**src/sv/confusion_matrix_metrics_defines.svh**
```systemverilog
// ---------------------------------------------------------------------------
// Confusion matrix metrics assertion macros
// Shared concurrent assertion forms, clocked on clk_i, off during reset.
// ---------------------------------------------------------------------------
`ifndef CONFUSION_MATRIX_METRICS_DEFINES_SVH
`define CONFUSION_MATRIX_METRICS_DEFINES_SVH

// antecedent implies consequent in the same cycle
`define CMM_ASSERT_SAME(lbl, ante, cons, msg) \
  lbl: assert property (@(posedge clk_i) disable iff (!rst_ni) (ante) |-> (cons)) \
    else $error(msg);

// antecedent implies consequent in the next cycle
`define CMM_ASSERT_NEXT(lbl, ante, cons, msg) \
  lbl: assert property (@(posedge clk_i) disable iff (!rst_ni) (ante) |=> (cons)) \
    else $error(msg);

`endif

```
**src/sv/cmm_pkg.sv**
```systemverilog
// ---------------------------------------------------------------------------
// Confusion matrix metrics package
// Widths, sizes and command codes shared by the block's modules.
// ---------------------------------------------------------------------------
`timescale 1ns / 1ps

package cmm_pkg;

  localparam int NUM_CLASSES = 8;
  localparam int CLS_W       = 3;
  localparam int CNT_W       = 16;
  localparam int SUM_W       = 32;
  localparam int FRAC_BITS   = 16;
  localparam int RATIO_W     = FRAC_BITS + 1;
  localparam int KAPPA_W     = FRAC_BITS + 2;
  localparam int DTOT_W      = SUM_W + CLS_W;
  localparam int PROD_W      = DTOT_W + SUM_W;
  localparam int DIV_NUM_W   = PROD_W;
  localparam int DIV_DEN_W   = 2 * SUM_W;
  localparam int DIV_CNT_W   = $clog2(FRAC_BITS + 1);

  typedef enum logic [1:0] {
    CMD_CLEAR   = 2'd0,
    CMD_ADD     = 2'd1,
    CMD_COMPUTE = 2'd2
  } cmd_e;

endpackage

```
**src/sv/cmm_div.sv**
```systemverilog
// ---------------------------------------------------------------------------
// Confusion matrix metrics fraction divider
// Restoring divider, one quotient bit per cycle: floor(num * 2^F / den),
// zero for a zero denominator, saturated at one when num >= den.
// ---------------------------------------------------------------------------
`timescale 1ns / 1ps

module cmm_div (
  input  logic                          clk_i,
  input  logic                          rst_ni,
  input  logic                          start_i,
  input  logic [cmm_pkg::DIV_NUM_W-1:0] num_i,
  input  logic [cmm_pkg::DIV_DEN_W-1:0] den_i,
  output logic                          done_o,
  output logic [cmm_pkg::RATIO_W-1:0]   quo_o
);
  import cmm_pkg::*;

  typedef enum logic [1:0] {
    D_IDLE,
    D_CHECK,
    D_RUN
  } div_state_e;

  div_state_e             state_q;
  logic [DIV_NUM_W-1:0]   num_q;
  logic [DIV_DEN_W-1:0]   den_q;
  logic [DIV_DEN_W-1:0]   rem_q;
  logic [FRAC_BITS-1:0]   q_q;
  logic [DIV_CNT_W-1:0]   cnt_q;
  logic                   done_q;
  logic [RATIO_W-1:0]     quo_q;

  logic [DIV_DEN_W:0]     trial;
  logic                   trial_ge;

  assign trial    = {rem_q, 1'b0};
  assign trial_ge = trial >= {1'b0, den_q};

  always_ff @(posedge clk_i or negedge rst_ni) begin
    if (!rst_ni) begin
      state_q <= D_IDLE;
      done_q  <= 1'b0;
      cnt_q   <= '0;
    end else begin
      done_q <= 1'b0;
      unique case (state_q)
        D_IDLE: begin
          if (start_i) begin
            num_q   <= num_i;
            den_q   <= den_i;
            state_q <= D_CHECK;
          end
        end
        D_CHECK: begin
          if (den_q == '0) begin
            quo_q   <= '0;
            done_q  <= 1'b1;
            state_q <= D_IDLE;
          end else if (num_q >= DIV_NUM_W'(den_q)) begin
            quo_q   <= RATIO_W'(1) << FRAC_BITS;
            done_q  <= 1'b1;
            state_q <= D_IDLE;
          end else begin
            rem_q   <= num_q[DIV_DEN_W-1:0];
            q_q     <= '0;
            cnt_q   <= DIV_CNT_W'(FRAC_BITS);
            state_q <= D_RUN;
          end
        end
        D_RUN: begin
          rem_q <= trial_ge ? DIV_DEN_W'(trial - {1'b0, den_q}) : trial[DIV_DEN_W-1:0];
          q_q   <= {q_q[FRAC_BITS-2:0], trial_ge};
          cnt_q <= cnt_q - 1'b1;
          if (cnt_q == DIV_CNT_W'(1)) begin
            quo_q   <= {1'b0, q_q[FRAC_BITS-2:0], trial_ge};
            done_q  <= 1'b1;
            state_q <= D_IDLE;
          end
        end
        default: state_q <= D_IDLE;
      endcase
    end
  end

  assign done_o = done_q;
  assign quo_o  = quo_q;

endmodule

```
**config.mk**
```make
export PLATFORM = sky130hd
export DESIGN_NAME = cmm_div
export DESIGN_NICKNAME = d
export VERILOG_FILES = /design/src/sv/confusion_matrix_metrics_defines.svh /design/src/sv/cmm_pkg.sv /design/src/sv/cmm_div.sv
export SDC_FILE = /design/constraint.sdc
export NUM_CORES = 1
export LEC_CHECK = 0
export ABC_AREA = 1
export BUFFER_PORTS_ARGS = -buffer_cell sky130_fd_sc_hd__buf_2
export CAP_MARGIN = 10
export CELL_PAD_IN_SITES_DETAIL_PLACEMENT = 0
export CELL_PAD_IN_SITES_GLOBAL_PLACEMENT = 2
export CORE_UTILIZATION = 27
export DETAILED_ROUTE_END_ITERATION = 16
export HOLD_SLACK_MARGIN = 0.05
export PLACE_DENSITY_LB_ADDON = 0.2
export RECOVER_POWER = 100
export REMOVE_ABC_BUFFERS = 1
export SLEW_MARGIN = 20
export SYNTH_ARGS = -nofsm -noshare
export SYNTH_HDL_FRONTEND = slang
export SYNTH_SLANG_ARGS = --single-unit
```
**constraint.sdc**
```tcl
create_clock -name clk_i -period 14.41 [get_ports clk_i]
set_input_delay 1.441 -clock clk_i [delete_from_list [all_inputs] [get_ports clk_i]]
set_output_delay 1.441 -clock clk_i [all_outputs]
set_load 0.005 [all_outputs]
```
# ---- After elaboration in Yosys (flattened, before gate mapping)
# Index checks and enable logic that the tools add are counted.
dict set report classes {
  n_addsub 2
  mul 0
  div 0
  magnitude_cmp 2
  eq_ne 8
  shift 0
  muxes 23
  bitwise_logic 0
  n_reduce_logical 8
}
# cell count
set op_table {}
lappend op_table {{2-to-1 mux 64 bit} 3}
lappend op_table {{one-hot mux 64 bit (2 select lines)} 1}
lappend op_table {{greater-or-equal comparator 67 x 64 -> 1 bit} 1}
lappend op_table {{greater-or-equal comparator 65 x 64 -> 1 bit} 1}
lappend op_table {{logical NOT 64 bit} 1}
lappend op_table {{subtractor 64 bit} 1}
lappend op_table {{2-to-1 mux 17 bit} 3}
lappend op_table {{one-hot mux 17 bit (2 select lines)} 1}
lappend op_table {{2-to-1 mux 15 bit} 2}
lappend op_table {{one-hot mux 15 bit (2 select lines)} 1}
lappend op_table {{2-to-1 mux 5 bit} 2}
lappend op_table {{one-hot mux 5 bit (2 select lines)} 1}
lappend op_table {{2-to-1 mux 2 bit} 4}
lappend op_table {{inequality test 2 bit (second input constant)} 4}
lappend op_table {{AND reduction 4 bit} 2}
lappend op_table {{one-hot mux 2 bit (3 select lines)} 1}
lappend op_table {{AND reduction 3 bit} 2}
lappend op_table {{== test 5 x 1 -> 1 bit (second input constant)} 1}
lappend op_table {{subtractor 5 x 1 -> 5 bit (second input constant)} 1}
lappend op_table {{2-to-1 mux 1 bit} 3}
lappend op_table {{inequality test 3 bit (second input constant)} 1}
lappend op_table {{== test 2 x 1 -> 1 bit (second input constant)} 1}
lappend op_table {{== test 2 bit (second input constant)} 1}
lappend op_table {{logical NOT 2 bit} 1}
lappend op_table {{other kinds (3)} 3}
dict set report totals {
  reg_bits 235
  latchBits 0
  ram_bits 0
  romBits 0
  inputBits 134
  out_inout_bits 18
  word_cells 51
  n_memories 0
}

# ---- Longest topological paths before layout
# Gate-level depths: netlist of the first run.
dict set report logic_depth {
  depth_word 4
  mapped_depth 19
  depth_no_buf 18
}

# ---- Least setup slack after synthesis of the first run
# OpenSTA, ideal clock, no wires.
dict set report synth_path {
  path_kind {input -> register}
  from {input port start_i}
  to {register den_q[0] (enable)}
  setup_ns 0.626
  t_arrival_ns 6.984
  required_ns 13.784
  slack_ns 6.800
  cell_stages 2
  n_path_buf 0
  path_cell_list {nand2_1 -> nor2_1}
}
dict set report synth_via {
  elab_chain_cells 1
}
# element line
set synth_rtl {}
lappend synth_rtl {{start: declaration} cmm_div.sv:11} ;# input logic start_i,
lappend synth_rtl {{AND reduction 3 bit (no line)} -}
lappend synth_rtl {{end signal: assignment} cmm_div.sv:51} ;# den_q <= den_i;
lappend synth_rtl {{end: declaration} cmm_div.sv:27} ;# logic [DIV_DEN_W-1:0] den_q;
# Every way passes these cells.
# A chain may end at the register's enable or synchronous reset.

# ---- Final worst setup path of the first run
dict set report layout_path {
  from {input port rst_ni}
  to {register den_q[55] (enable)}
}
dict set report layout_via {
  elab_chain_cells 1
}
# element line
set layout_rtl {}
lappend layout_rtl {{start: declaration} cmm_div.sv:10} ;# input logic rst_ni,
lappend layout_rtl {{AND reduction 3 bit (no line)} -}
# Every way passes these cells.

==> flow_metrics.tcl, run 1 <==
set metrics [dict create \
    status "finished, violations left" \
    violations "capacitance limit, slew limit" \
    finalNetCount 2470 \
    hpwl_um 48500 \
    clock-root-buffer "clkbuf_16" \
    dr.first_iter.drc_count 730 \
    slew_headroom_pct -182 \
    fp.dieH_um 246 \
    synth_top_area_share_pct 42.3 \
    ys_top_cells_by_count "nand2_1 (685), inv_1 (268), edfxtp_1 (227), nor2_1 (169), ha_1 (133)" \
    synthFlopType "edfxtp_1" \
    antenna-diode-count 0 \
    cts_max_path_buffers 3 \
    cp.arrival_ns 7.66 \
    min_path_cells 2 \
    tightest_slew_ns 4.23 \
    gr-usage-met2_pct 31.3 \
    met1_usage_pct 28.9 \
    fin_crit_sh_pct 52.5 \
    netlist_instances 2041 \
    path_class "in -> reg" \
    grt_pass1_wl_um 89500 \
    fmax_ghz 0.132 \
    antenna_found_initial 0 \
    routed-via-count 13900 \
    gr-usage-all-layers_pct 19.7 \
    core_area_um2 59000 \
    fin_total_pwr_mw 2.21 \
    grt_pass1_vias 14500 \
    setup_viol 0 \
    cp_max_fo 71 \
    antenna_left 0 \
    grtUsageMet3_pct 2.53 \
    syn_area_um2 16100 \
    vdd_drop_max_mv 0.0883 \
    dr.pass1.iters 6 \
    grt_busiest_layer "met2" \
    async_reset_ff_share_pct 3.40 \
    viasPerCell 4.66 \
    worst_setup_path_start_kind "input port" \
    netlist_top_cells_area "edfxtp_1 (42%), nand2_1 (16%), ha_1 (10%)" \
    hold_path_class "reg -> reg" \
    h-tree-depth 1 \
    num_rows 89 \
    period_minus_slack_ns 7.56 \
    numCtsBuffers 30 \
    port_buffers 151 \
    syn_avg_cell_area_um2 7.90 \
    yosys_warnings 0 \
    clkSlewWorstSetupHoldPaths_ns 0.06 \
    fin_skew_ns 0.0353 \
    clk_latency_ns 0.60 \
    final_max_slew_viol_count 370 \
    dieArea_um2 60700 \
    rrSetupSlack_ns 7.19 \
    synth.most_common_cell "nand2_1" \
    leakage_nw 8.45 \
    cp-end-kind "flop" \
    initial_core_util_pct 27.3 \
    die-width_um 246 \
    fin_cells 2995 \
    dp.cells 2943 \
    finalSetupTns_ns 0 \
    wire_per_inst_um 20.0 \
    cts_setup_buffers 0 \
    ctsHoldBuffers 0 \
    ioPinCount 152 \
    overflow 0 \
    syn2layout_area_growth_pct 15.9 \
    ys_seq_elements 235 \
    synth_edf_count 227 \
    hold_viol 0 \
    drive_above_1_share_pct 8.87 \
    synth_cell_types 40 \
    reg2regPathDepth 16 \
    drc 0 \
    ys_seq_area_share_pct 43.5 \
    maxCapViolations 7 \
    place.gp.congestion 0.910 \
    clock_sinks 235 \
    synth_top_area_cell "edfxtp_1" \
    grt_start_max_net_pins 72 \
    cts_tree "done" \
    drt_wl_total_um 59800 \
    post_cts_resized 0 \
    whs_ns 0.518 \
    rsz0062_at_grt "no" \
    required_ns 14.51 \
    cellPowerDensity_nw_per_um2 118 \
]
-- cell type report --
class                      count  area [um2]
fill                        6479       40300
multi-input combinational   1503        7920
sequential                   235        7020
inverter                     269        1010
tap                          773         967
timing repair buffer         163         797
clock buffer                  36         773
clock inverter                16         201
-- critical path: stages --
cell	delay (ns)
clkbuf_1	0.45
inv_1	0.19
nor2_4	0.13
clkbuf_1	2.61
clkbuf_1	2.77
-- flip-flops by register name (all words and copies together), names as in the netlist --
name,count
done_o,1
quo_o,17
q_q,15
cnt_q,5
state_q,2
num_q,67
rem_q,64
den_q,64
-- per-stage QoR --
stage               cell area (um2)  utilization (%)  setup slack, ns
finish                        18700             31.7             6.85
global placement              17800             30.2            10.09
detailed placement            17800             30.2            10.04
floorplan                     16000                -             6.23
global route                  18700             31.7             6.05
CTS                           18800             31.8            10.04
-- where the power goes --
| part | internal [mW] | total [mW] | switching [mW] |
|---|---|---|---|
| clock network | 0.451 | 0.751 | 0.300 |
| registers | 0.844 | 0.879 | 0.0353 |
| logic | 0.186 | 0.576 | 0.389 |
-- cell families after synthesis --
logic type      synth area share [%]
xor+xnor                        2.01
flops                           43.5
simple gates                    30.1
buf+inv                         7.28
compound gates                  6.68
fa+ha+maj                       10.4
-- metal layers --
metal	share of wire, %	up-vias
met5	0	-
met4	1.4	0
li1	-	7076
met1	51	6574
met2	44	250
met3	3.8	45
-- path summary, 6_finish.rpt --
check                                       from                      end
hold / removal             q_q[14]$_SDFFCE_PN0P_  quo_o[15]$_SDFFCE_PN0P_
setup / recovery                          rst_ni      den_q[55]$_DFFE_PP_
setup reg to reg             den_q[52]$_DFFE_PP_      rem_q[56]$_DFFE_PP_
min in group asynchronous                 rst_ni     cnt_q[4]$_DFFE_PN0P_
max in group asynchronous                 rst_ni   state_q[1]$_DFFE_PN0P_
hold reg to reg            q_q[14]$_SDFFCE_PN0P_  quo_o[15]$_SDFFCE_PN0P_
-- cells in the final DEF, fill, tap and decap left out, drive strengths merged, types with 2 or more instances in the layout --
| cell type | n |
|---|---|
| and2 | 2 |
| a21oi | 119 |
| dfrtp | 8 |
| xnor2 | 36 |
| ha | 133 |
| a21boi | 2 |
| o21a | 3 |
| nand3b | 58 |
| buf | 136 |
| nor4 | 23 |
| nand3 | 123 |
| edfxtp | 227 |
| or2 | 2 |
| o21bai | 7 |
| nor3 | 11 |
| clkinv | 12 |
| bufinv | 4 |
| a21o | 4 |
| clkbuf | 63 |
| o21ai | 71 |
| nand4 | 36 |
| nor2 | 175 |
| inv | 269 |
| nand2 | 694 |
Note: power is estimated with default switching activity, not from simulation.
==> run 2: changes to the inputs <==
Clock period 14.41 ns to 6.3 ns, I/O delays scaled along.
==> flow_metrics.tcl, run 2 (synthesis results as in run 1) <==
set metrics [dict create \
    dr.first_iter.drc_count 938 \
    wire_per_inst_um 20.1 \
    mostFrequentLayoutCell "nand2_1" \
    ioPinCount 152 \
    r2r-end "rem_q[57]$_DFFE_PP_" \
    hpwl_um 48800 \
    mostFrequentLayoutCells "nand2_1 (686), inv_1 (267), edfxtp_1 (227)" \
    cp_max_fo 33 \
    whs_ns 0.215 \
    cpMostUsedCell "nand2_1" \
    max_stage_delay_ns 1.07 \
    hold_viol 0 \
    fin_skew_ns 0.0134 \
    place.gp.congestion 0.938 \
    drt_wl_total_um 60200 \
    worstPathCellList "ha_1, a21oi_1, o21a_1, a21boi_0, o21ai_1, nor2_4, nand2_1, nand2_4, nand2_1, nand2_1, nand2_1" \
    finalNetCount 2469 \
    antenna_found_initial 0 \
    period_minus_slack_ns 4.85 \
    vdd_drop_max_mv 0.211 \
    cts_tree "done" \
    dieArea_um2 60700 \
    antenna-diode-count 0 \
    min_path_cells 1 \
    status "finished, violations left" \
    grt_pass1_wl_um 89400 \
    clock-root-buffer "clkbuf_16" \
    grt_pass1_vias 14200 \
    num_rows 89 \
    cp-endpoint "rem_q[57]$_DFFE_PP_" \
    overflow 0 \
    grt_start_max_net_pins 72 \
    maxCapViolations 3 \
    rrSetupSlack_ns 1.45 \
    final_max_slew_viol_count 149 \
    drc 0 \
    drive_above_1_share_pct 9.35 \
    clock_sinks 235 \
    dr.pass1.iters 5 \
    fp.dieH_um 246 \
    clk_latency_ns 0.59 \
    reg2regPathDepth 11 \
    worst_setup_path_start_kind "flop" \
    fmax_ghz 0.206 \
    regArea_um2 7020 \
    tightest_slew_ns 3.85 \
    fill_cells 6467 \
    rsz0062_at_grt "no" \
    initial_core_util_pct 27.3 \
    die-width_um 246 \
    h-tree-depth 1 \
    syn2layout_area_growth_pct 16.3 \
    routed-via-count 14000 \
    critPathLaunch "rem_q[55]$_DFFE_PP_" \
    violations "capacitance limit, slew limit" \
    viasPerCell 4.67 \
    required_ns 6.63 \
    top_regs "num_q (67), den_q (64), rem_q (64)" \
    clkSlewWorstSetupHoldPaths_ns 0.06 \
    multi_input_area_um2 7930 \
    hold_path_class "in -> reg" \
    top_register "num_q" \
    port_buffers 151 \
    gr-usage-all-layers_pct 19.8 \
    worstReg2RegStart "rem_q[55]$_DFFE_PP_" \
    path_class "reg -> reg" \
    slew_headroom_pct -157 \
    cp.arrival_ns 5.19 \
    fin_crit_sh_pct 77.0 \
    slowest_stage "nand2_1" \
    antenna_left 0 \
    design_area_um2 18700 \
    cp-end-kind "flop" \
    cts_max_path_buffers 3 \
    numCtsBuffers 29 \
    largest_reg_flops 67 \
    postPlaceCellArea_um2 17800 \
    leakage_nw 8.49 \
    setup_viol 0 \
    core_area_um2 59000 \
    cellPowerDensity_nw_per_um2 270 \
]
==> run 2: cell types whose count changed in the layout (fill, tap and decap cells not counted), sizes merged <==
cell,before,now
clkbuf,63,56
clkinv,12,14
dlygate4sd3,0,1
buf,136,139
clkinvlp,0,2
inv,269,270
==> run 2: cell type report <==
class | count | share of cell area, %
Multi-Input combinational cell | 1503 | 42.3
Sequential cell | 235 | 37.4
Inverter | 269 | 5.39
Tap cell | 773 | 5.16
Timing Repair Buffer | 163 | 4.40
Clock buffer | 33 | 4.06
Clock inverter | 21 | 1.25
==> run 2: how the worst min path moves through the flow <==
stage / start / to / slack, ns
finish: den_i[15] / den_q[15]$_DFFE_PP_ / 0.21
detailed placement: q_q[14]$_SDFFCE_PN0P_ / quo_o[15]$_SDFFCE_PN0P_ / 0.50
global placement: q_q[14]$_SDFFCE_PN0P_ / quo_o[15]$_SDFFCE_PN0P_ / 0.49
floorplan: rst_ni / cnt_q[0]$_DFFE_PN0P_ / 0.33
global route: num_i[25] / num_q[25]$_DFFE_PP_ / 0.18
CTS: den_i[15] / den_q[15]$_DFFE_PP_ / 0.18
==> run 2: report_power, final <==
part	switching, mW	total, mW	leakage (nW)	internal (mW)
sequential	0.0825	2.01	2.19	1.93
combinational	0.894	1.32	5.81	0.422
clock	0.705	1.74	0.485	1.03
total	1.68	5.07	8.49	3.38
==> run 2: critical path, delay by kind of cell, from the launching register on <==
kind / cells / cell delay [ns]
fa+ha+maj: 1 / 0.41
compound gates: 4 / 0.93
simple gates: 6 / 2.82
flops: 1 / 0.42
==> run 2: stage by stage <==
stage	setup slack (ns)	utilization, %	total power [mW]	instances	TNS [ns]
4_1_cts	2.27	31.9	5.15	2997	0
3_5_place_dp	2.28	30.2	3.37	2942	0
3_3_place_gp	2.33	30.2	3.37	2942	0
5_1_grt	1.07	31.8	5.38	2997	0
2_1_floorplan	-1.88	-	2.87	2007	-213.74
6_report	1.45	31.8	5.07	2997	0
==> run 2: layer usage <==
metal	GRT usage (%)	vias up	part of all wire, %
met5	0	-	0
met2	31.1	301	44
li1	-	7078	-
met1	28.9	6565	50
met4	3.59	0	1.8
met3	2.77	50	4.5
==> run 2: timing repair <==
item / 4_1_cts / 5_1_grt
setup endpoints to repair: 0 / 0
hold buffers: 1 / 0
setup buffers: 0 / 0
hold endpoints to repair: 8 / 0
resized for setup: 0 / 0
==> run 3: changes to the inputs <==
Clock period 6.3 ns to 4 ns, I/O delays scaled along.
==> flow_metrics.tcl, run 3 (synthesis results as in run 1) <==
set metrics [dict create \
    status "finished, violations left" \
    violations "capacitance limit, slew limit" \
    clk_latency_ns 0.60 \
    cts_tree "done" \
    r2r-end "q_q[10]$_SDFFCE_PN0P_" \
    die-width_um 246 \
    clkSlewWorstSetupHoldPaths_ns 0.06 \
    largest_reg_flops 67 \
    rrSetupSlack_ns 0.18 \
    hold_viol 0 \
    reg2regPathDepth 13 \
    fin_util_pct 33.9 \
    grt_start_max_net_pins 87 \
    final_max_slew_viol_count 165 \
    drt_wl_total_um 60700 \
    finalNetCount 2605 \
    max_stage_delay_ns 0.85 \
    top_register "num_q" \
    slew_headroom_pct -38.3 \
    overflow 0 \
    dr.first_iter.drc_count 865 \
    core_area_um2 59000 \
    fmax_ghz 0.262 \
    postPlaceCellArea_um2 17900 \
    fin_total_pwr_mw 7.94 \
    setup_viol 0 \
    power_frac_clock_pct 33.0 \
    grt_pass1_vias 14700 \
    rsz0062_at_grt "no" \
    place.gp.congestion 0.923 \
    cp-end-kind "flop" \
    cpLargestDelayFamily "simple AND/OR/NAND/NOR gates" \
    mostFrequentLayoutCell "nand2_1" \
    design_area_um2 20000 \
    maxCapViolations 2 \
    fin_skew_ns 0.0144 \
    cp.arrival_ns 4.08 \
    whs_endpoint "state_q[0]$_DFFE_PN0P_" \
    worst_setup_path_start_kind "flop" \
    fin_crit_sh_pct 95.4 \
    cts_setup_buffers 0 \
    leakage_nw 9.01 \
    whs_ns 0.249 \
    cp_max_fo 15 \
    multi_input_area_um2 7920 \
    fill_cells 6316 \
    h-tree-depth 1 \
    drive_above_1_share_pct 8.86 \
    slowest_stage "nor3_1" \
    grt_pass1_wl_um 90900 \
    num_rows 89 \
    dieArea_um2 60700 \
    critPathLaunch "den_q[54]$_DFFE_PP_" \
    ioPinCount 152 \
    power_frac_seq_pct 39.7 \
    p_sw_mw 2.70 \
    initial_core_util_pct 27.3 \
    antenna-diode-count 0 \
    path_buf_inv 2 \
    hold_path_class "in -> reg" \
    min_path_cells 4 \
    antenna_left 0 \
    period_minus_slack_ns 3.82 \
    regArea_um2 7020 \
    gr-usage-all-layers_pct 20.1 \
    top_regs "num_q (67), den_q (64), rem_q (64)" \
    worstPathCellList "inv_1, ha_1, nand2_1, nor2_1, nand2_1, nor3_1, and2_0, nand3b_1, nand3_1, nor2_1, nand3_1, a21oi_1, clkbuf_2" \
    clock_sinks 235 \
    vdd_drop_max_mv 0.333 \
    hold_start "start_i" \
    dr.pass1.iters 5 \
    port_buffers 151 \
    clock-root-buffer "clkbuf_16" \
    fp.dieH_um 246 \
    tightest_slew_ns 2.07 \
    swShare_pct 34.0 \
    routed-via-count 14500 \
    worstReg2RegStart "den_q[54]$_DFFE_PP_" \
    path_class "reg -> reg" \
    syn2layout_area_growth_pct 24.1 \
    p_int_mw 5.25 \
    drc 0 \
    cellPowerDensity_nw_per_um2 397 \
    numCtsBuffers 29 \
    cts_max_path_buffers 3 \
    mostFrequentLayoutCells "nand2_1 (686), inv_1 (267), edfxtp_1 (227)" \
    required_ns 4.27 \
    hpwl_um 48200 \
    wire_per_inst_um 19.4 \
    viasPerCell 4.63 \
    antenna_found_initial 1 \
    p_comb_share_pct 27.4 \
]
-- run 3: cell types whose count changed in the layout (fill, tap and decap cells not counted), moves of 2 or more --
| cell | previous run | this run |
|---|---|---|
| buf_2 | 131 | 126 |
| clkbuf_8 | 2 | 0 |
| clkbuf_1 | 25 | 28 |
| bufinv_16 | 4 | 2 |
| clkinv_4 | 4 | 2 |
| dlygate4sd3_1 | 1 | 132 |
| clkbuf_2 | 0 | 7 |
| clkinvlp_4 | 2 | 5 |
-- run 3: power by group through the flow --
stage	Combinational, mW	Clock (mW)	Sequential [mW]
final	2.17	2.62	3.15
after global routing	2.46	2.80	3.18
after CTS	2.22	2.71	3.14
after detailed placement	2.11	0	3.19
after global placement	2.11	0	3.19
after floorplan	1.34	0	3.19
-- run 3: what timing repair did --
item | CTS | global route
gates resized for setup | 0 | 0
endpoints found under the setup margin | 0 | 0
endpoints found under the hold margin | 139 | 0
hold buffers | 132 | 0
-- run 3: how the worst max path moves through the flow --
stage | cells past startpoint | slack, ns | end
floorplan | 6 | -4.18 | q_q[0]$_SDFFCE_PN0P_
CTS | 14 | 0.30 | quo_o[11]$_SDFFCE_PN0P_
finish | 13 | 0.18 | q_q[10]$_SDFFCE_PN0P_
global route | 13 | 0.06 | q_q[10]$_SDFFCE_PN0P_
detailed placement | 14 | 0.34 | quo_o[15]$_SDFFCE_PN0P_
global placement | 14 | 0.35 | quo_o[15]$_SDFFCE_PN0P_
-- run 3: layout make-up --
type	count	area share [%]
well taps	773	4.83
clock inverters	21	0.919
multi-input cells	1503	39.6
clock buffers	33	3.70
flip-flops and latches	235	35.1
repair buffers	299	10.8
inverters	269	5.05
-- run 3: worst reg2reg max path: stages, from the launching register on --
cell	delay [ns]
edfxtp_1	0.37
inv_1	0.08
ha_1	0.32
nand2_1	0.08
nor2_1	0.23
nand2_1	0.14
nor3_1	0.85
and2_0	0.33
nand3b_1	0.14
nand3_1	0.12
nor2_1	0.06
nand3_1	0.24
a21oi_1	0.19
clkbuf_2	0.35
-- run 3: metal layers --
| layer | vias up | global-route usage, % | share of wire [%] |
|---|---|---|---|
| met4 | 0 | 4.23 | 2.1 |
| met1 | 6814 | 29.2 | 50 |
| met3 | 53 | 2.40 | 3.9 |
| met5 | - | 0 | 0 |
| met2 | 283 | 31.6 | 44 |
| li1 | 7360 | - | - |
-- run 3: stage by stage --
| step | instances | TNS [ns] | setup WS (ns) |
|---|---|---|---|
| 2_1_floorplan | 2007 | -694.81 | -4.18 |
| 3_3_place_gp | 2947 | 0 | 0.346 |
| 3_5_place_dp | 2947 | 0 | 0.339 |
| 4_1_cts | 3133 | 0 | 0.297 |
| 5_1_grt | 3133 | 0 | 0.0606 |
| 6_report | 3133 | 0 | 0.182 |
